**src/rtl/fdds_pkg.sv**
```systemverilog
package fdds_pkg;

    // APB register map: register index sits at paddr[2]
    localparam int unsigned ADDR_W = 3;
    localparam logic REG_PHASE_TICKS = 1'b0;
    localparam logic REG_BRIGHTNESS  = 1'b1;

    localparam logic [7:0] PHASE_TICKS_RST = 8'd20;
    localparam logic [2:0] BRIGHTNESS_RST  = 3'd0;

    // Digit positions on the display
    localparam int unsigned DIGITS = 4;

    // Bus commands
    localparam logic [7:0] CMD_DATA = 8'h44;
    localparam logic [7:0] CMD_ADDR = 8'hc0;
    localparam logic [7:0] CMD_DISP = 8'h88;
    localparam logic [7:0] SEG_DOT  = 8'h80;
    localparam logic [7:0] SEG_BLANK = 8'h00;

    localparam logic [7:0] VALUE_MAX = 8'd99;

    // Where the sequencer stands inside a frame
    typedef enum logic [1:0] {
        PH_START,
        PH_BITS,
        PH_STOP
    } t_phase;

    typedef struct packed {
        logic clk_level;
        logic dio_level;
        logic busy_res;
        logic load_refused;
    } t_result;

    function automatic logic [7:0] seg_code(input logic [3:0] digit);
        logic [7:0] code;
        case (digit)
            4'd0:    code = 8'h3f;
            4'd1:    code = 8'h06;
            4'd2:    code = 8'h5b;
            4'd3:    code = 8'h4f;
            4'd4:    code = 8'h66;
            4'd5:    code = 8'h6d;
            4'd6:    code = 8'h7d;
            4'd7:    code = 8'h07;
            4'd8:    code = 8'h7f;
            4'd9:    code = 8'h6f;
            default: code = SEG_BLANK;
        endcase
        return code;
    endfunction

endpackage

```
**src/rtl/fdds_ifs.sv**
```systemverilog
interface fdds_in_if;
    logic       valid;
    logic       ready;
    logic       func;
    logic [7:0] first_value;
    logic       first_show;
    logic [7:0] second_value;
    logic       second_show;
    logic       dot_on;

    modport source (
        output valid, func, first_value, first_show, second_value, second_show, dot_on,
        input  ready
    );
    modport sink (
        input  valid, func, first_value, first_show, second_value, second_show, dot_on,
        output ready
    );
endinterface

interface fdds_out_if;
    logic valid;
    logic ready;
    logic clk_level;
    logic dio_level;
    logic busy_res;
    logic load_refused;

    modport source (
        output valid, clk_level, dio_level, busy_res, load_refused,
        input  ready
    );
    modport sink (
        input  valid, clk_level, dio_level, busy_res, load_refused,
        output ready
    );
endinterface

```
**src/rtl/fdds_digit_enc.sv**
```systemverilog
module fdds_digit_enc (
    input  logic [7:0] i_value,
    input  logic       i_show,
    output logic [7:0] o_tens_code,
    output logic [7:0] o_units_code
);

    logic [6:0]  sat;
    logic [14:0] prod;
    logic [3:0]  tens;
    logic [6:0]  tens_x10;
    logic [3:0]  units;

    always_comb begin
        sat = (i_value > fdds_pkg::VALUE_MAX) ? fdds_pkg::VALUE_MAX[6:0] : i_value[6:0];
        // divide by ten: n * 205 >> 11 is exact over this range
        prod     = 15'(sat) * 15'd205;
        tens     = prod[14:11];
        tens_x10 = 7'({tens, 3'b000}) + 7'({tens, 1'b0});
        units    = 4'(sat - tens_x10);
        if (i_show) begin
            o_tens_code  = fdds_pkg::seg_code(tens);
            o_units_code = fdds_pkg::seg_code(units);
        end else begin
            o_tens_code  = fdds_pkg::SEG_BLANK;
            o_units_code = fdds_pkg::SEG_BLANK;
        end
    end

endmodule

```
**src/rtl/four_digit_display_serializer_unit.sv**
```systemverilog
// Two-wire serial driver for a four-digit seven-segment display controller.
// Each input transaction yields exactly one result transaction carrying the
// clock and data line levels after that item, the busy flag and a refusal
// flag. A load (func=1) taken while idle latches the segment codes and starts
// a refresh: command 0x44, four address/code frame pairs 0xC0..0xC3, then
// 0x88|brightness; a load while busy is dropped and flagged. Tick items
// (func=0) advance time, each line phase holding phase_ticks ticks (0 acts as
// 1). A full refresh is 6*7 + 10*27 = 312 phases. One item is taken every
// clock cycle unless o_res stalls; an item passes the input register, then the
// result register, which loads together with the phase sequencer state.
// Registers: 0x0 phase_ticks (reset 20), 0x4 brightness (reset 0).
module four_digit_display_serializer_unit (
    input  logic                           i_clk,
    input  logic                           i_rst_n,
    fdds_in_if.sink                        i_item,
    fdds_out_if.source                     o_res,
    input  logic                           psel,
    input  logic                           penable,
    input  logic                           pwrite,
    input  logic [fdds_pkg::ADDR_W-1:0]    paddr,
    input  logic [31:0]                    pwdata,
    output logic [31:0]                    prdata,
    output logic                           pready
);

    localparam int unsigned FRAMES = fdds_pkg::DIGITS + 2;
    localparam int unsigned FW     = $clog2(FRAMES);
    localparam int unsigned DW     = $clog2(fdds_pkg::DIGITS);
    localparam logic [FW-1:0] LAST_FRAME = FW'(FRAMES - 1);

    // configuration
    logic [7:0] r_phase_ticks;
    logic [2:0] r_brightness;
    logic       cfg_wr;

    assign pready = 1'b1;
    assign cfg_wr = psel && penable && pwrite;

    always_ff @(posedge i_clk) begin
        if (!i_rst_n) begin
            r_phase_ticks <= fdds_pkg::PHASE_TICKS_RST;
            r_brightness  <= fdds_pkg::BRIGHTNESS_RST;
        end else if (cfg_wr) begin
            if (paddr[2] == fdds_pkg::REG_PHASE_TICKS) begin
                r_phase_ticks <= pwdata[7:0];
            end else begin
                r_brightness <= pwdata[2:0];
            end
        end
    end

    always_comb begin
        if (paddr[2] == fdds_pkg::REG_BRIGHTNESS) begin
            prdata = {29'd0, r_brightness};
        end else begin
            prdata = {24'd0, r_phase_ticks};
        end
    end

    // input register
    logic       r_s1_valid;
    logic       r_func;
    logic [7:0] r_first_value;
    logic       r_first_show;
    logic [7:0] r_second_value;
    logic       r_second_show;
    logic       r_dot_on;
    logic       r_out_valid;
    logic       s2_take;
    logic       in_acc;

    assign s2_take      = r_s1_valid && (!r_out_valid || o_res.ready);
    assign i_item.ready = !r_s1_valid || s2_take;
    assign in_acc       = i_item.valid && i_item.ready;

    always_ff @(posedge i_clk) begin
        if (!i_rst_n) begin
            r_s1_valid <= 1'b0;
        end else if (in_acc) begin
            r_s1_valid <= 1'b1;
        end else if (s2_take) begin
            r_s1_valid <= 1'b0;
        end
    end

    always_ff @(posedge i_clk) begin
        if (in_acc) begin
            r_func         <= i_item.func;
            r_first_value  <= i_item.first_value;
            r_first_show   <= i_item.first_show;
            r_second_value <= i_item.second_value;
            r_second_show  <= i_item.second_show;
            r_dot_on       <= i_item.dot_on;
        end
    end

    // digit encoding
    logic [7:0] enc_code [fdds_pkg::DIGITS];

    fdds_digit_enc u_enc_first (
        .i_value      (r_first_value),
        .i_show       (r_first_show),
        .o_tens_code  (enc_code[0]),
        .o_units_code (enc_code[1])
    );

    fdds_digit_enc u_enc_second (
        .i_value      (r_second_value),
        .i_show       (r_second_show),
        .o_tens_code  (enc_code[2]),
        .o_units_code (enc_code[3])
    );

    // phase sequencer state
    logic [7:0]       r_seg [fdds_pkg::DIGITS];
    logic [7:0]       n_seg [fdds_pkg::DIGITS];
    logic             r_active,  n_active;
    fdds_pkg::t_phase r_phase,   n_phase;
    logic [1:0]       r_step,    n_step;
    logic [3:0]       r_bit,     n_bit;
    logic             r_byte,    n_byte;
    logic [FW-1:0]    r_frame,   n_frame;
    logic [7:0]       r_tick,    n_tick;
    logic             r_clk,     n_clk;
    logic             r_dio,     n_dio;
    logic             n_refused;

    logic [7:0]       hold;
    logic             expire;
    logic             two_byte;
    logic [DW-1:0]    dig_idx;
    logic [7:0]       cur_byte;

    always_comb begin
        n_seg     = r_seg;
        n_active  = r_active;
        n_phase   = r_phase;
        n_step    = r_step;
        n_bit     = r_bit;
        n_byte    = r_byte;
        n_frame   = r_frame;
        n_tick    = r_tick;
        n_clk     = r_clk;
        n_dio     = r_dio;
        n_refused = 1'b0;
        hold      = (r_phase_ticks == 8'd0) ? 8'd1 : r_phase_ticks;
        expire    = ({1'b0, r_tick} + 9'd1) >= {1'b0, hold};
        two_byte  = (r_frame != '0) && (r_frame != LAST_FRAME);
        dig_idx   = '0;
        cur_byte  = '0;

        if (r_func) begin
            if (r_active) begin
                n_refused = 1'b1;
            end else begin
                n_seg[0] = enc_code[0];
                n_seg[1] = r_dot_on ? (enc_code[1] | fdds_pkg::SEG_DOT) : enc_code[1];
                n_seg[2] = enc_code[2];
                n_seg[3] = enc_code[3];
                n_active = 1'b1;
                n_phase  = fdds_pkg::PH_START;
                n_step   = 2'd0;
                n_bit    = 4'd0;
                n_byte   = 1'b0;
                n_frame  = '0;
                n_tick   = 8'd0;
                n_clk    = 1'b1;
                n_dio    = 1'b1;
            end
        end else if (r_active) begin
            if (!expire) begin
                n_tick = r_tick + 8'd1;
            end else begin
                n_tick = 8'd0;
                // advance to the next phase
                case (r_phase)
                    fdds_pkg::PH_START: begin
                        if (r_step != 2'd2) begin
                            n_step = r_step + 2'd1;
                        end else begin
                            n_phase = fdds_pkg::PH_BITS;
                            n_step  = 2'd0;
                            n_bit   = 4'd0;
                            n_byte  = 1'b0;
                        end
                    end
                    fdds_pkg::PH_BITS: begin
                        if (r_step != 2'd2) begin
                            n_step = r_step + 2'd1;
                        end else begin
                            n_step = 2'd0;
                            if (r_bit != 4'd8) begin
                                n_bit = r_bit + 4'd1;
                            end else begin
                                n_bit = 4'd0;
                                if (two_byte && !r_byte) begin
                                    n_byte = 1'b1;
                                end else begin
                                    n_phase = fdds_pkg::PH_STOP;
                                end
                            end
                        end
                    end
                    fdds_pkg::PH_STOP: begin
                        if (r_step != 2'd3) begin
                            n_step = r_step + 2'd1;
                        end else if (r_frame == LAST_FRAME) begin
                            // lines already rest high after the final stop
                            n_active = 1'b0;
                            n_frame  = '0;
                            n_step   = 2'd0;
                            n_phase  = fdds_pkg::PH_START;
                        end else begin
                            n_frame = r_frame + FW'(1);
                            n_phase = fdds_pkg::PH_START;
                            n_step  = 2'd0;
                        end
                    end
                    default: begin
                        n_phase = fdds_pkg::PH_START;
                    end
                endcase

                // byte of the frame being sent in the new phase
                dig_idx = DW'(n_frame - FW'(1));
                if (n_frame == '0) begin
                    cur_byte = fdds_pkg::CMD_DATA;
                end else if (n_frame == LAST_FRAME) begin
                    cur_byte = fdds_pkg::CMD_DISP | {5'd0, r_brightness};
                end else if (n_byte) begin
                    cur_byte = r_seg[dig_idx];
                end else begin
                    cur_byte = fdds_pkg::CMD_ADDR | 8'(dig_idx);
                end

                // drive the lines for the new phase
                if (n_active) begin
                    case (n_phase)
                        fdds_pkg::PH_START: begin
                            if (n_step == 2'd0) begin
                                n_clk = 1'b1;
                                n_dio = 1'b1;
                            end else if (n_step == 2'd1) begin
                                n_dio = 1'b0;
                            end else begin
                                n_clk = 1'b0;
                            end
                        end
                        fdds_pkg::PH_BITS: begin
                            if (n_step == 2'd0) begin
                                n_clk = 1'b0;
                            end else if (n_step == 2'd1) begin
                                // the acknowledge slot after the data bits releases data
                                n_dio = (n_bit == 4'd8) ? 1'b1 : cur_byte[n_bit[2:0]];
                            end else begin
                                n_clk = 1'b1;
                            end
                        end
                        fdds_pkg::PH_STOP: begin
                            case (n_step)
                                2'd0:    n_clk = 1'b0;
                                2'd1:    n_dio = 1'b0;
                                2'd2:    n_clk = 1'b1;
                                default: n_dio = 1'b1;
                            endcase
                        end
                        default: begin
                            n_clk = r_clk;
                        end
                    endcase
                end
            end
        end
    end

    always_ff @(posedge i_clk) begin
        if (!i_rst_n) begin
            r_active <= 1'b0;
            r_phase  <= fdds_pkg::PH_START;
            r_step   <= 2'd0;
            r_bit    <= 4'd0;
            r_byte   <= 1'b0;
            r_frame  <= '0;
            r_tick   <= 8'd0;
            r_clk    <= 1'b1;
            r_dio    <= 1'b1;
            for (int i = 0; i < fdds_pkg::DIGITS; i++) begin
                r_seg[i] <= fdds_pkg::SEG_BLANK;
            end
        end else if (s2_take) begin
            r_active <= n_active;
            r_phase  <= n_phase;
            r_step   <= n_step;
            r_bit    <= n_bit;
            r_byte   <= n_byte;
            r_frame  <= n_frame;
            r_tick   <= n_tick;
            r_clk    <= n_clk;
            r_dio    <= n_dio;
            r_seg    <= n_seg;
        end
    end

    // result register
    fdds_pkg::t_result r_res;

    always_ff @(posedge i_clk) begin
        if (!i_rst_n) begin
            r_out_valid <= 1'b0;
        end else if (s2_take) begin
            r_out_valid <= 1'b1;
        end else if (o_res.ready) begin
            r_out_valid <= 1'b0;
        end
    end

    always_ff @(posedge i_clk) begin
        if (s2_take) begin
            r_res.clk_level    <= n_clk;
            r_res.dio_level    <= n_dio;
            r_res.busy_res     <= n_active;
            r_res.load_refused <= n_refused;
        end
    end

    assign o_res.valid        = r_out_valid;
    assign o_res.clk_level    = r_res.clk_level;
    assign o_res.dio_level    = r_res.dio_level;
    assign o_res.busy_res     = r_res.busy_res;
    assign o_res.load_refused = r_res.load_refused;

endmodule

```
**src/flat_wrapper.sv**
```systemverilog
// flat-port wrapper written by rule: the top's interface ports become plain ports
module four_digit_display_serializer_unit_flat 
  (i_clk, i_rst_n, psel, penable, pwrite, paddr, pwdata, prdata, pready, i_item_valid, i_item_func, i_item_first_value, i_item_first_show, i_item_second_value, i_item_second_show, i_item_dot_on, i_item_ready, o_res_valid, o_res_clk_level, o_res_dio_level, o_res_busy_res, o_res_load_refused, o_res_ready);
  fdds_in_if i_item_i ();
  fdds_out_if o_res_i ();
  input  logic i_clk;
  input  logic i_rst_n;
  input  logic psel;
  input  logic penable;
  input  logic pwrite;
  input  logic [fdds_pkg::ADDR_W-1:0] paddr;
  input  logic [31:0] pwdata;
  output logic [31:0] prdata;
  output logic pready;
  input wire logic [$bits(i_item_i.valid)-1:0] i_item_valid;
  input wire logic [$bits(i_item_i.func)-1:0] i_item_func;
  input wire logic [$bits(i_item_i.first_value)-1:0] i_item_first_value;
  input wire logic [$bits(i_item_i.first_show)-1:0] i_item_first_show;
  input wire logic [$bits(i_item_i.second_value)-1:0] i_item_second_value;
  input wire logic [$bits(i_item_i.second_show)-1:0] i_item_second_show;
  input wire logic [$bits(i_item_i.dot_on)-1:0] i_item_dot_on;
  output wire logic [$bits(i_item_i.ready)-1:0] i_item_ready;
  output wire logic [$bits(o_res_i.valid)-1:0] o_res_valid;
  output wire logic [$bits(o_res_i.clk_level)-1:0] o_res_clk_level;
  output wire logic [$bits(o_res_i.dio_level)-1:0] o_res_dio_level;
  output wire logic [$bits(o_res_i.busy_res)-1:0] o_res_busy_res;
  output wire logic [$bits(o_res_i.load_refused)-1:0] o_res_load_refused;
  input wire logic [$bits(o_res_i.ready)-1:0] o_res_ready;
  assign i_item_i.valid = i_item_valid;
  assign i_item_i.func = i_item_func;
  assign i_item_i.first_value = i_item_first_value;
  assign i_item_i.first_show = i_item_first_show;
  assign i_item_i.second_value = i_item_second_value;
  assign i_item_i.second_show = i_item_second_show;
  assign i_item_i.dot_on = i_item_dot_on;
  assign i_item_ready = i_item_i.ready;
  assign o_res_valid = o_res_i.valid;
  assign o_res_clk_level = o_res_i.clk_level;
  assign o_res_dio_level = o_res_i.dio_level;
  assign o_res_busy_res = o_res_i.busy_res;
  assign o_res_load_refused = o_res_i.load_refused;
  assign o_res_i.ready = o_res_ready;
  four_digit_display_serializer_unit u_core (.i_clk(i_clk), .i_rst_n(i_rst_n), .i_item(i_item_i), .o_res(o_res_i), .psel(psel), .penable(penable), .pwrite(pwrite), .paddr(paddr), .pwdata(pwdata), .prdata(prdata), .pready(pready));
endmodule
```
**config.mk**
```make
export PLATFORM = sky130hd
export DESIGN_NAME = four_digit_display_serializer_unit_flat
export DESIGN_NICKNAME = d
export VERILOG_FILES = /design/src/rtl/fdds_pkg.sv /design/src/rtl/fdds_ifs.sv /design/src/rtl/fdds_digit_enc.sv /design/src/rtl/four_digit_display_serializer_unit.sv /design/src/flat_wrapper.sv
export SDC_FILE = /design/constraint.sdc
export NUM_CORES = 1
export LEC_CHECK = 0
export BUFFER_PORTS_ARGS = -buffer_cell sky130_fd_sc_hd__buf_2
export CAP_MARGIN = 20
export CORE_ASPECT_RATIO = 1.2
export CORE_MARGIN = 8
export CORE_UTILIZATION = 40
export CTS_CLUSTER_SIZE = 8
export DETAILED_ROUTE_END_ITERATION = 12
export PLACE_DENSITY_LB_ADDON = 0.12
export RECOVER_POWER = 100
export SLEW_MARGIN = 40
export SYNTH_ARGS = -nofsm -noshare
export SYNTH_HDL_FRONTEND = slang
export SYNTH_HIERARCHICAL = 1
export SYNTH_SLANG_ARGS = --single-unit
```
**constraint.sdc**
```tcl
create_clock -name i_clk -period 7.5 [get_ports i_clk]
set_input_delay 1.875 -clock i_clk [delete_from_list [all_inputs] [get_ports i_clk]]
set_output_delay 1.875 -clock i_clk [all_outputs]
set_load 0.01 [all_outputs]
```
==> out/qor.json, run 1 <==
{
  "number_of_antenna_violations_at_the_first_check_in_global_routing": 0,
  "root_buffer": "sky130_fd_sc_hd__clkbuf_16",
  "worst-endpoint-arrival_ns": 6.84,
  "start_kind": "flip-flop",
  "routed-via-count": 6680,
  "detail_route.wirelength_um": 18700,
  "worst_ep_required_time_ns": 7.74,
  "critical-path-slowest-cell": "sky130_fd_sc_hd__a311oi_1",
  "timing.clock.skew_ns": 0.0121,
  "endpoint_kind": "flip-flop",
  "detail_route.drc_violations": 0,
  "count_of_warnings_emitted_by_yosys": 6,
  "synth.avg_cell_area_um2": 8.56,
  "rsz0062_at_grt": "no",
  "cts_max_level": 3,
  "placed_cell_area_mm2": 0.00884,
  "grt_first_pass_wirelength_um": 31800,
  "static-leakage-power_nw": 4.03,
  "worstRegToRegCells": 22,
  "report.power.total_mw": 1.95,
  "die-area_mm2": 0.0263,
  "cp_cell_sequence": "o311a_1 > nor2_1 > and2_0 > ha_1 > ha_1 > fa_1 > inv_1 > fa_1 > inv_1 > ha_1 > a311o_1 > a311oi_1 > xor2_1 > inv_1 > ha_1 > inv_1 > ha_1 > mux2i_1 > nor3_1 > a2111o_1 > nand2_1 > a21boi_0",
  "final_nets": 1206,
  "final_design_area_no_fill_mm2": 0.00909,
  "postSynth.topFlopCell": "sky130_fd_sc_hd__dfxtp_1",
  "cp_max_fo": 6,
  "clk_path_buf_depth": 2,
  "critical_path_depth": 22,
  "setup-tns-final_ns": 0,
  "netlist_area_mm2": 0.00855,
  "finalWeightedCongestion": 0.805,
  "synth-async-reset-ratio_pct": 0,
  "worst_r2r_start": "u_core/r_second_value[3]$_DFFE_PP_",
  "synth_common_cells": "sky130_fd_sc_hd__nand2_1, sky130_fd_sc_hd__ha_1, sky130_fd_sc_hd__inv_1",
  "violations": "capacitance limit, slew limit",
  "ys_top_cells_by_area": "sky130_fd_sc_hd__dfxtp_1, sky130_fd_sc_hd__ha_1, sky130_fd_sc_hd__edfxtp_1",
  "ant_nets": 0,
  "ys_ff_latch": 92,
  "place_ws_ns": 1.01,
  "status": "finished, violations left",
  "dpl.cell_count": 1279,
  "cellPowerDensity_mw_per_mm2": 215,
  "dp.final_hpwl_um": 14400,
  "die_y_um": 176,
  "worst-slew-pin-transition_ns": 2.88,
  "postCtsHoldBufs": 0,
  "critical-path-max-stage-delay_ns": 0.76,
  "core_rows": 58,
  "cts.repair_timing.setup_buffer_count": 0,
  "setup.worst_path.start": "u_core/r_second_value[3]$_DFFE_PP_",
  "multiInputGateArea_mm2": 0.00580,
  "layout.area.seq_mm2": 0.00208,
  "setup_ws_ns": 0.901,
  "utilization_pct": 43.3,
  "placeableCoreArea_mm2": 0.0210,
  "route.detailed.vias_per_inst": 5.15,
  "post_synth_inst_count": 999,
  "clkTransAtPathRegs_ns": 0.08,
  "drt_iter0_markers": 293,
  "hold_ws_ns": 0.466,
  "synth-seq-area-share_pct": 24.3,
  "cts_inserted_buffers": 9,
  "post-route-period-util_pct": 88.0,
  "timing.fmax_ghz": 0.152,
  "yosys.area.top_type": "sky130_fd_sc_hd__dfxtp_1",
  "timing_hold_violations_final": 0,
  "maximum_number_of_pins_on_one_net_before_global_route_repair": 76,
  "finish.cell_count_without_fillers": 1296,
  "initial_core_util_pct": 40.8,
  "drtPass1Iterations": 4,
  "relSlewSlack_pct": -91.7,
  "cts.sinks": 92,
  "synth_cell_type_count": 90,
  "avgRoutedWirePerCell_um": 14.4,
  "die_width_um": 150,
  "criticalPathCategory": "flip-flop to flip-flop",
  "drv.max_cap_violation_count": 1,
  "worstSkewPairLatency_ns": 0.36,
  "final_period_minus_worst_setup_slack_ns": 6.60,
  "timing.critical_path.buf_inv": 4,
  "area_growth_syn_to_layout_pct": 6.26,
  "vdd_drop_max_uv": 123,
  "via_count_of_the_first_global_routing_pass": 6497,
  "critical-path-top-delay-family": "adder cells",
  "synth_edf_count": 24,
  "track_usage_pct": 14.5,
  "post-synth-top-count-cell": "sky130_fd_sc_hd__nand2_1",
  "holdCritPathClass": "flip-flop to flip-flop",
  "globalRouteOverflowTotal": 0,
  "cts_tree": "yes",
  "setup_viol": 0,
  "regToRegSetupSlack_ns": 0.90,
  "worstReg2RegEnd": "u_core/r_seg[4]$_SDFFE_PN0P_",
  "n_fill_cell": 2176,
  "io-pin-count": 101,
  "placement.io_buffers": 49,
  "critical_path.most_common_cell": "sky130_fd_sc_hd__ha_1",
  "critical_path.endpoint": "u_core/r_seg[4]$_SDFFE_PN0P_",
  "drv_slew": 76,
  "drive_gt1_share_pct": 9.36,
  "synth.top_cell.area_share_pct": 15.9,
  "postCtsResizedCells": 0,
  "antenna_cells": 0
}
[tightest hold or removal path, delay by kind of cell, from the launching register on]
family / cells / cell delay (ns)
AO/OA/AOI/OAI: 1 / 0.06
flip-flops: 1 / 0.31
AND/OR/NAND/NOR: 1 / 0.04
[cells by family (layout without fill, tap and decap cells)]
group / after synthesis / count (layout) / share of synthesized area [%]
mux: 38 / 38 / 5.03
compound gates: 223 / 223 / 19.3
simple gates: 338 / 338 / 19.7
buf+inv: 149 / 151 / 8.64
flops: 92 / 92 / 24.3
fa+ha+maj: 123 / 123 / 19.4
other cells: 4 / 29 / 0.175
xor+xnor: 32 / 32 / 3.36
[registers in the layout, summed over array words and instances, names as in the netlist, 2 cells and up]
signal,flops
u_core/r_phase,2
u_core/r_brightness,3
u_core/r_phase_ticks,8
u_core/r_bit,4
u_core/r_tick,8
u_core/r_step,2
u_core/r_frame,3
u_core/r_second_value,8
u_core/r_seg,32
u_core/r_first_value,8
[where the power goes]
group / leakage (nW) / total (mW) / internal [mW] / switching (mW)
Clock: 0.149 / 0.465 / 0.238 / 0.228
Sequential: 0.777 / 0.548 / 0.531 / 0.0168
Combinational: 3.11 / 0.937 / 0.372 / 0.565
[area by class of cell]
type	count	share of cell area (%)
clock buffer	9	2.48
clock inverter	7	0.812
timing repair buffer	55	2.93
inverter	80	3.30
tap	270	3.72
sequential	92	22.9
multi-input combinational	783	63.9
[layout by cell type (no fill, tap or decap), types with 6 or more instances in the layout]
cell type                   Yosys  final
sky130_fd_sc_hd__nand2_1      144    143
sky130_fd_sc_hd__ha_1         107    107
sky130_fd_sc_hd__inv_1         79     79
sky130_fd_sc_hd__dfxtp_1       68     68
sky130_fd_sc_hd__a21boi_0      48     49
sky130_fd_sc_hd__nor2_1        45     45
sky130_fd_sc_hd__buf_2          5     35
sky130_fd_sc_hd__a21oi_1       35     35
sky130_fd_sc_hd__o21ai_0       30     31
sky130_fd_sc_hd__mux2i_1       29     31
sky130_fd_sc_hd__conb_1         4     29
sky130_fd_sc_hd__nand3_1       26     26
sky130_fd_sc_hd__edfxtp_1      24     24
sky130_fd_sc_hd__xor2_1        19     19
sky130_fd_sc_hd__nor3_1        18     18
sky130_fd_sc_hd__fa_1          16     16
sky130_fd_sc_hd__clkbuf_1      22     15
sky130_fd_sc_hd__a21o_1        14     14
sky130_fd_sc_hd__a31oi_1       13     13
sky130_fd_sc_hd__nor2b_1       12     12
sky130_fd_sc_hd__xnor2_1       12     12
sky130_fd_sc_hd__and2_1        18     12
sky130_fd_sc_hd__o21a_1        11     11
sky130_fd_sc_hd__or3_1         11     11
sky130_fd_sc_hd__clkbuf_16      0      9
sky130_fd_sc_hd__and3_1         8      9
sky130_fd_sc_hd__nand4b_1       8      8
sky130_fd_sc_hd__nor4_1         6      6
sky130_fd_sc_hd__nand4_1        6      6
sky130_fd_sc_hd__o31ai_1        6      6
[how the worst min path moves through the flow]
stage	start	to	depth (start not counted)
2_1_floorplan	u_core/r_seg[5]$_SDFFE_PN0P_	u_core/r_seg[5]$_SDFFE_PN0P_	2
3_3_place_gp	u_core/r_seg[5]$_SDFFE_PN0P_	u_core/r_seg[5]$_SDFFE_PN0P_	2
3_5_place_dp	u_core/r_seg[31]$_SDFFE_PN0P_	u_core/r_seg[31]$_SDFFE_PN0P_	2
4_1_cts	u_core/r_seg[31]$_SDFFE_PN0P_	u_core/r_seg[31]$_SDFFE_PN0P_	2
5_1_grt	u_core/r_seg[22]$_SDFFE_PN0P_	u_core/r_seg[22]$_SDFFE_PN0P_	2
6_report	u_core/r_seg[31]$_SDFFE_PN0P_	u_core/r_seg[31]$_SDFFE_PN0P_	2
[routing by layer]
metal / track usage (%) / part of all wire (%) / vias to the layer above
li1: - / - / 3521
met1: 18.2 / 47 / 3094
met4: 3.20 / 0.79 / 0
met3: 2.48 / 2.2 / 11
met2: 25.4 / 50 / 54
met5: 0 / 0 / -
No activity file was read; power rests on OpenSTA's default activity.
==> run 2: changes to the inputs <==
ABC_AREA = 1   (was default)
==> run 2 against run 1 <==
  * The run still ends with capacitance limit, slew limit left
  * Sequential share of layout area grew 0.71 points
  * Synthesized area is 3.4% lower
  * Cell count is 11% higher
  * Design area shrank 3.0%
  * Sequential cell count stayed put
  * Via count grew 2.1%
  * Sequential power about the same
  * Critical path type unchanged
  * Critical endpoint is now u_core/r_seg[22]$_SDFFE_PN0P_
==> out/qor.json, run 2 <==
{
  "static-leakage-power": {"value": 4.35, "unit": "nW", "change": "+7.9%"},
  "synth.avg_cell_area": {"value": 7.31, "unit": "um^2", "change": "-15%"},
  "placeableCoreArea": {"value": 0.0203, "unit": "mm^2", "change": "-3.4%"},
  "clkTransAtPathRegs": {"value": 0.07, "unit": "ns", "change": "about the same"},
  "initial_core_util": {"value": 40.8, "unit": "%", "change": "about the same"},
  "timing.fmax": {"value": 0.159, "unit": "GHz", "change": "+5.2%"},
  "maximum_number_of_pins_on_one_net_before_global_route_repair": {"value": 50, "change": "-34%"},
  "share_seq_of_total_power": {"value": 26.3, "unit": "%", "change": "-1.8 points"},
  "ys_ff_latch": {"value": 92, "change": "unchanged"},
  "intPower": {"value": 1.19, "unit": "mW", "change": "+4.1%"},
  "via_count_of_the_first_global_routing_pass": {"value": 6933, "change": "+6.7%"},
  "synth_common_cells": "sky130_fd_sc_hd__nand2_1, sky130_fd_sc_hd__inv_1, sky130_fd_sc_hd__ha_1",
  "cts_tree": "yes",
  "post-route-period-util": {"value": 83.7, "unit": "%", "change": "-4.3 points"},
  "worst-slew-pin-transition": {"value": 2.05, "unit": "ns", "change": "-0.820 ns"},
  "timing_hold_violations_final": {"value": 0, "change": "unchanged"},
  "criticalPathCategory": "flip-flop to flip-flop",
  "relSlewSlack": {"value": -37.0, "unit": "%", "change": "+55 points"},
  "violations": "capacitance limit, slew limit",
  "die_y": {"value": 173, "unit": "um", "change": "-1.6%"},
  "drv_slew": {"value": 91, "change": "+20%"},
  "io-pin-count": {"value": 101, "change": "unchanged"},
  "endpoint_kind": "flip-flop",
  "die-area": {"value": 0.0255, "unit": "mm^2", "change": "-3.1%"},
  "setup-tns-final": {"value": 0, "unit": "ns", "change": "unchanged"},
  "ant_nets": {"value": 0, "change": "unchanged"},
  "report.power.total": {"value": 2.09, "unit": "mW", "change": "+7.4%"},
  "critical_path.most_common_cell": "sky130_fd_sc_hd__inv_1",
  "detail_route.drc_violations": {"value": 0, "change": "unchanged"},
  "layout_commonest_cell": "sky130_fd_sc_hd__nand2_1",
  "finalWeightedCongestion": {"value": 0.836, "change": "+3.8%"},
  "combinationalPowerShare": {"value": 51.4, "unit": "%", "change": "+3.4 points"},
  "vdd_drop_max": {"value": 145, "unit": "uV", "change": "+18%"},
  "route.detailed.vias_per_inst": {"value": 4.76, "change": "-7.6%"},
  "grt_first_pass_wirelength": {"value": 31800, "unit": "um", "change": "about the same"},
  "cp_max_fo": {"value": 9, "change": "+3"},
  "avgRoutedWirePerCell": {"value": 12.8, "unit": "um", "change": "-11%"},
  "start_kind": "flip-flop",
  "largest_register": "u_core/r_seg",
  "final_period_minus_worst_setup_slack": {"value": 6.28, "unit": "ns", "change": "-0.323 ns"},
  "synth-async-reset-ratio": {"value": 0, "unit": "%", "change": "unchanged"},
  "status": "finished, violations left",
  "dp.final_hpwl": {"value": 14600, "unit": "um", "change": "+1.3%"},
  "die_width": {"value": 147, "unit": "um", "change": "-1.5%"},
  "root_buffer": "sky130_fd_sc_hd__clkbuf_16",
  "cts_inserted_buffers": {"value": 9, "change": "unchanged"},
  "worst-endpoint-arrival": {"value": 6.44, "unit": "ns", "change": "-0.40 ns"},
  "placement.io_buffers": {"value": 49, "change": "unchanged"},
  "holdCritPathClass": "flip-flop to flip-flop",
  "worstSkewPairLatency": {"value": 0.35, "unit": "ns", "change": "about the same"},
  "multiInputGateArea": {"value": 0.00518, "unit": "mm^2", "change": "-11%"},
  "clk_path_buf_depth": {"value": 2, "change": "unchanged"},
  "detail_route.wirelength": {"value": 18300, "unit": "um", "change": "-1.9%"},
  "synth_cell_type_count": {"value": 58, "change": "-36%"},
  "post-synth-top-count-cell": "sky130_fd_sc_hd__nand2_1",
  "cts_max_level": {"value": 3, "change": "unchanged"},
  "layout.area.seq": {"value": 0.00208, "unit": "mm^2", "change": "unchanged"},
  "netlist_area": {"value": 0.00826, "unit": "mm^2", "change": "-3.4%"},
  "track_usage": {"value": 14.8, "unit": "%", "change": "+0.27 points"},
  "drtPass1Iterations": {"value": 4, "change": "unchanged"},
  "post_synth_inst_count": {"value": 1130, "change": "+13%"},
  "cellPowerDensity": {"value": 237, "unit": "mW/mm^2", "change": "+11%"},
  "postCtsHoldBufs": {"value": 0, "change": "unchanged"},
  "drive_gt1_share": {"value": 10.1, "unit": "%", "change": "+0.75 points"},
  "synth.top_cell.area_share": {"value": 16.5, "unit": "%", "change": "+0.56 points"},
  "n_fill_cell": {"value": 2181, "change": "+0.23%"},
  "setup_viol": {"value": 0, "change": "unchanged"},
  "net_switching_share_of_the_total_power": {"value": 43.3, "unit": "%", "change": "+1.8 points"},
  "critical-path-max-stage-delay": {"value": 0.53, "unit": "ns", "change": "-0.23 ns"},
  "ys_top_cells_by_area": "sky130_fd_sc_hd__dfxtp_1, sky130_fd_sc_hd__ha_1, sky130_fd_sc_hd__nand2_1",
  "globalRouteOverflowTotal": {"value": 0, "change": "unchanged"},
  "yosys.area.top_type": "sky130_fd_sc_hd__dfxtp_1",
  "area_growth_syn_to_layout_pct": 6.71,
  "cts.repair_timing.setup_buffer_count": {"value": 0, "change": "unchanged"},
  "clock_power_share": {"value": 22.3, "unit": "%", "change": "-1.6 points"},
  "power.switching": {"value": 906, "unit": "uW", "change": "+12%"},
  "critical-path-slowest-cell": "sky130_fd_sc_hd__fa_1",
  "cts.sinks": {"value": 92, "change": "unchanged"},
  "most-common-layout-cells": "sky130_fd_sc_hd__nand2_1, sky130_fd_sc_hd__inv_1, sky130_fd_sc_hd__ha_1, sky130_fd_sc_hd__a21oi_1, sky130_fd_sc_hd__nor2_1",
  "synth_edf_count": {"value": 24, "change": "unchanged"},
  "core_rows": {"value": 57, "change": "-1.7%"},
  "postCtsResizedCells": {"value": 0, "change": "unchanged"},
  "rsz0062_at_grt": "no",
  "worst_ep_required_time": {"value": 7.66, "unit": "ns", "change": "-0.08 ns"},
  "timing.clock.skew": {"value": 0.0115, "unit": "ns", "change": "-0.000570 ns"},
  "hold_ws": {"value": 0.455, "unit": "ns", "change": "-0.0107 ns"},
  "final_nets": {"value": 1348, "change": "+12%"},
  "drv.max_cap_violation_count": {"value": 2, "change": "+1"},
  "drt_iter0_markers": {"value": 199, "change": "-32%"},
  "routed-via-count": {"value": 6822, "change": "+2.1%"},
  "antenna_cells": {"value": 0, "change": "unchanged"},
  "number_of_antenna_violations_at_the_first_check_in_global_routing": {"value": 0, "change": "unchanged"},
  "synth-seq-area-share": {"value": 25.2, "unit": "%", "change": "+0.85 points"},
  "count_of_warnings_emitted_by_yosys": {"value": 6, "change": "unchanged"},
  "largest_register_ff_count": {"value": 32, "change": "unchanged"},
  "postSynth.topFlopCell": "sky130_fd_sc_hd__dfxtp_1"
}
[run 2: cell types whose count changed after synthesis, sizes merged, moves of 30 or more]
cell | previous run | this run
a21boi | 50 | 4
a21oi | 37 | 102
inv | 79 | 182
mux2i | 31 | 1
nand2 | 145 | 255
nand3 | 26 | 87
nor2 | 46 | 104
[run 2: cell type report]
cell class                 instances  area share [%]
tap                              265            3.76
timing repair buffer              51            2.64
clock buffer                      11            2.64
multi-input combinational        826            58.8
inverter                         183            7.85
sequential                        92            23.6
clock inverter                     5           0.738
[run 2: critical path: cells and delay by family (launching register included)]
| family | cells | cell delay, ns |
|---|---|---|
| AOI/OAI and AO/OA | 7 | 0.86 |
| xor gates and xnor gates | 1 | 0.33 |
| adders and majority gates | 6 | 2.29 |
| buffers and inverters | 8 | 0.56 |
| DFF | 1 | 0.41 |
| and+or+nand+nor | 11 | 1.63 |
[run 2: cell families after synthesis]
kind of cell / synth area share (%)
mux: 0.121
other cells: 0.182
flops: 25.2
xor+xnor: 2.09
fa+ha+maj: 20.1
compound gates: 12.7
buf+inv: 12.5
simple gates: 27.1
[run 2: worst paths after layout]
kind | start | end | slack, ns | cells after the start
worst min register to register | u_core/r_seg[26]$_SDFFE_PN0P_ | u_core/r_seg[26]$_SDFFE_PN0P_ | 0.46 | 2
worst max-delay path | u_core/r_first_value[4]$_DFFE_PP_ | u_core/r_seg[22]$_SDFFE_PN0P_ | 1.22 | 33
worst max register to register | u_core/r_first_value[4]$_DFFE_PP_ | u_core/r_seg[22]$_SDFFE_PN0P_ | 1.22 | 33
worst min-delay path | u_core/r_seg[26]$_SDFFE_PN0P_ | u_core/r_seg[26]$_SDFFE_PN0P_ | 0.46 | 2
[run 2: per-layer routing]
metal | share of wire [%] | GRT usage, %
met5 | 0 | 0
met4 | 1.5 | 4.34
met3 | 2.7 | 2.66
met2 | 52 | 27.8
met1 | 44 | 16.4
[run 2: power by group through the flow]
stage          clock network (mW)  logic (mW)  registers (mW)
2_1_floorplan                   0       0.907           0.557
3_3_place_gp                    0        1.10           0.561
3_5_place_dp                    0        1.11           0.562
4_1_cts                     0.484        1.11           0.550
5_1_grt                     0.504        1.27           0.553
6_report                    0.468        1.08           0.550
[run 2: per-stage QoR]
stage | setup WS (ns) | instance area [um^2] | utilization [%] | instances
floorplan | 2.17 | 8360 | - | 1155
global placement | 1.66 | 8610 | 42.5 | 1417
detailed placement | 1.60 | 8610 | 42.5 | 1417
CTS | 1.56 | 8910 | 44.0 | 1433
global route | 0.582 | 8820 | 43.5 | 1433
finish | 1.22 | 8820 | 43.5 | 1433
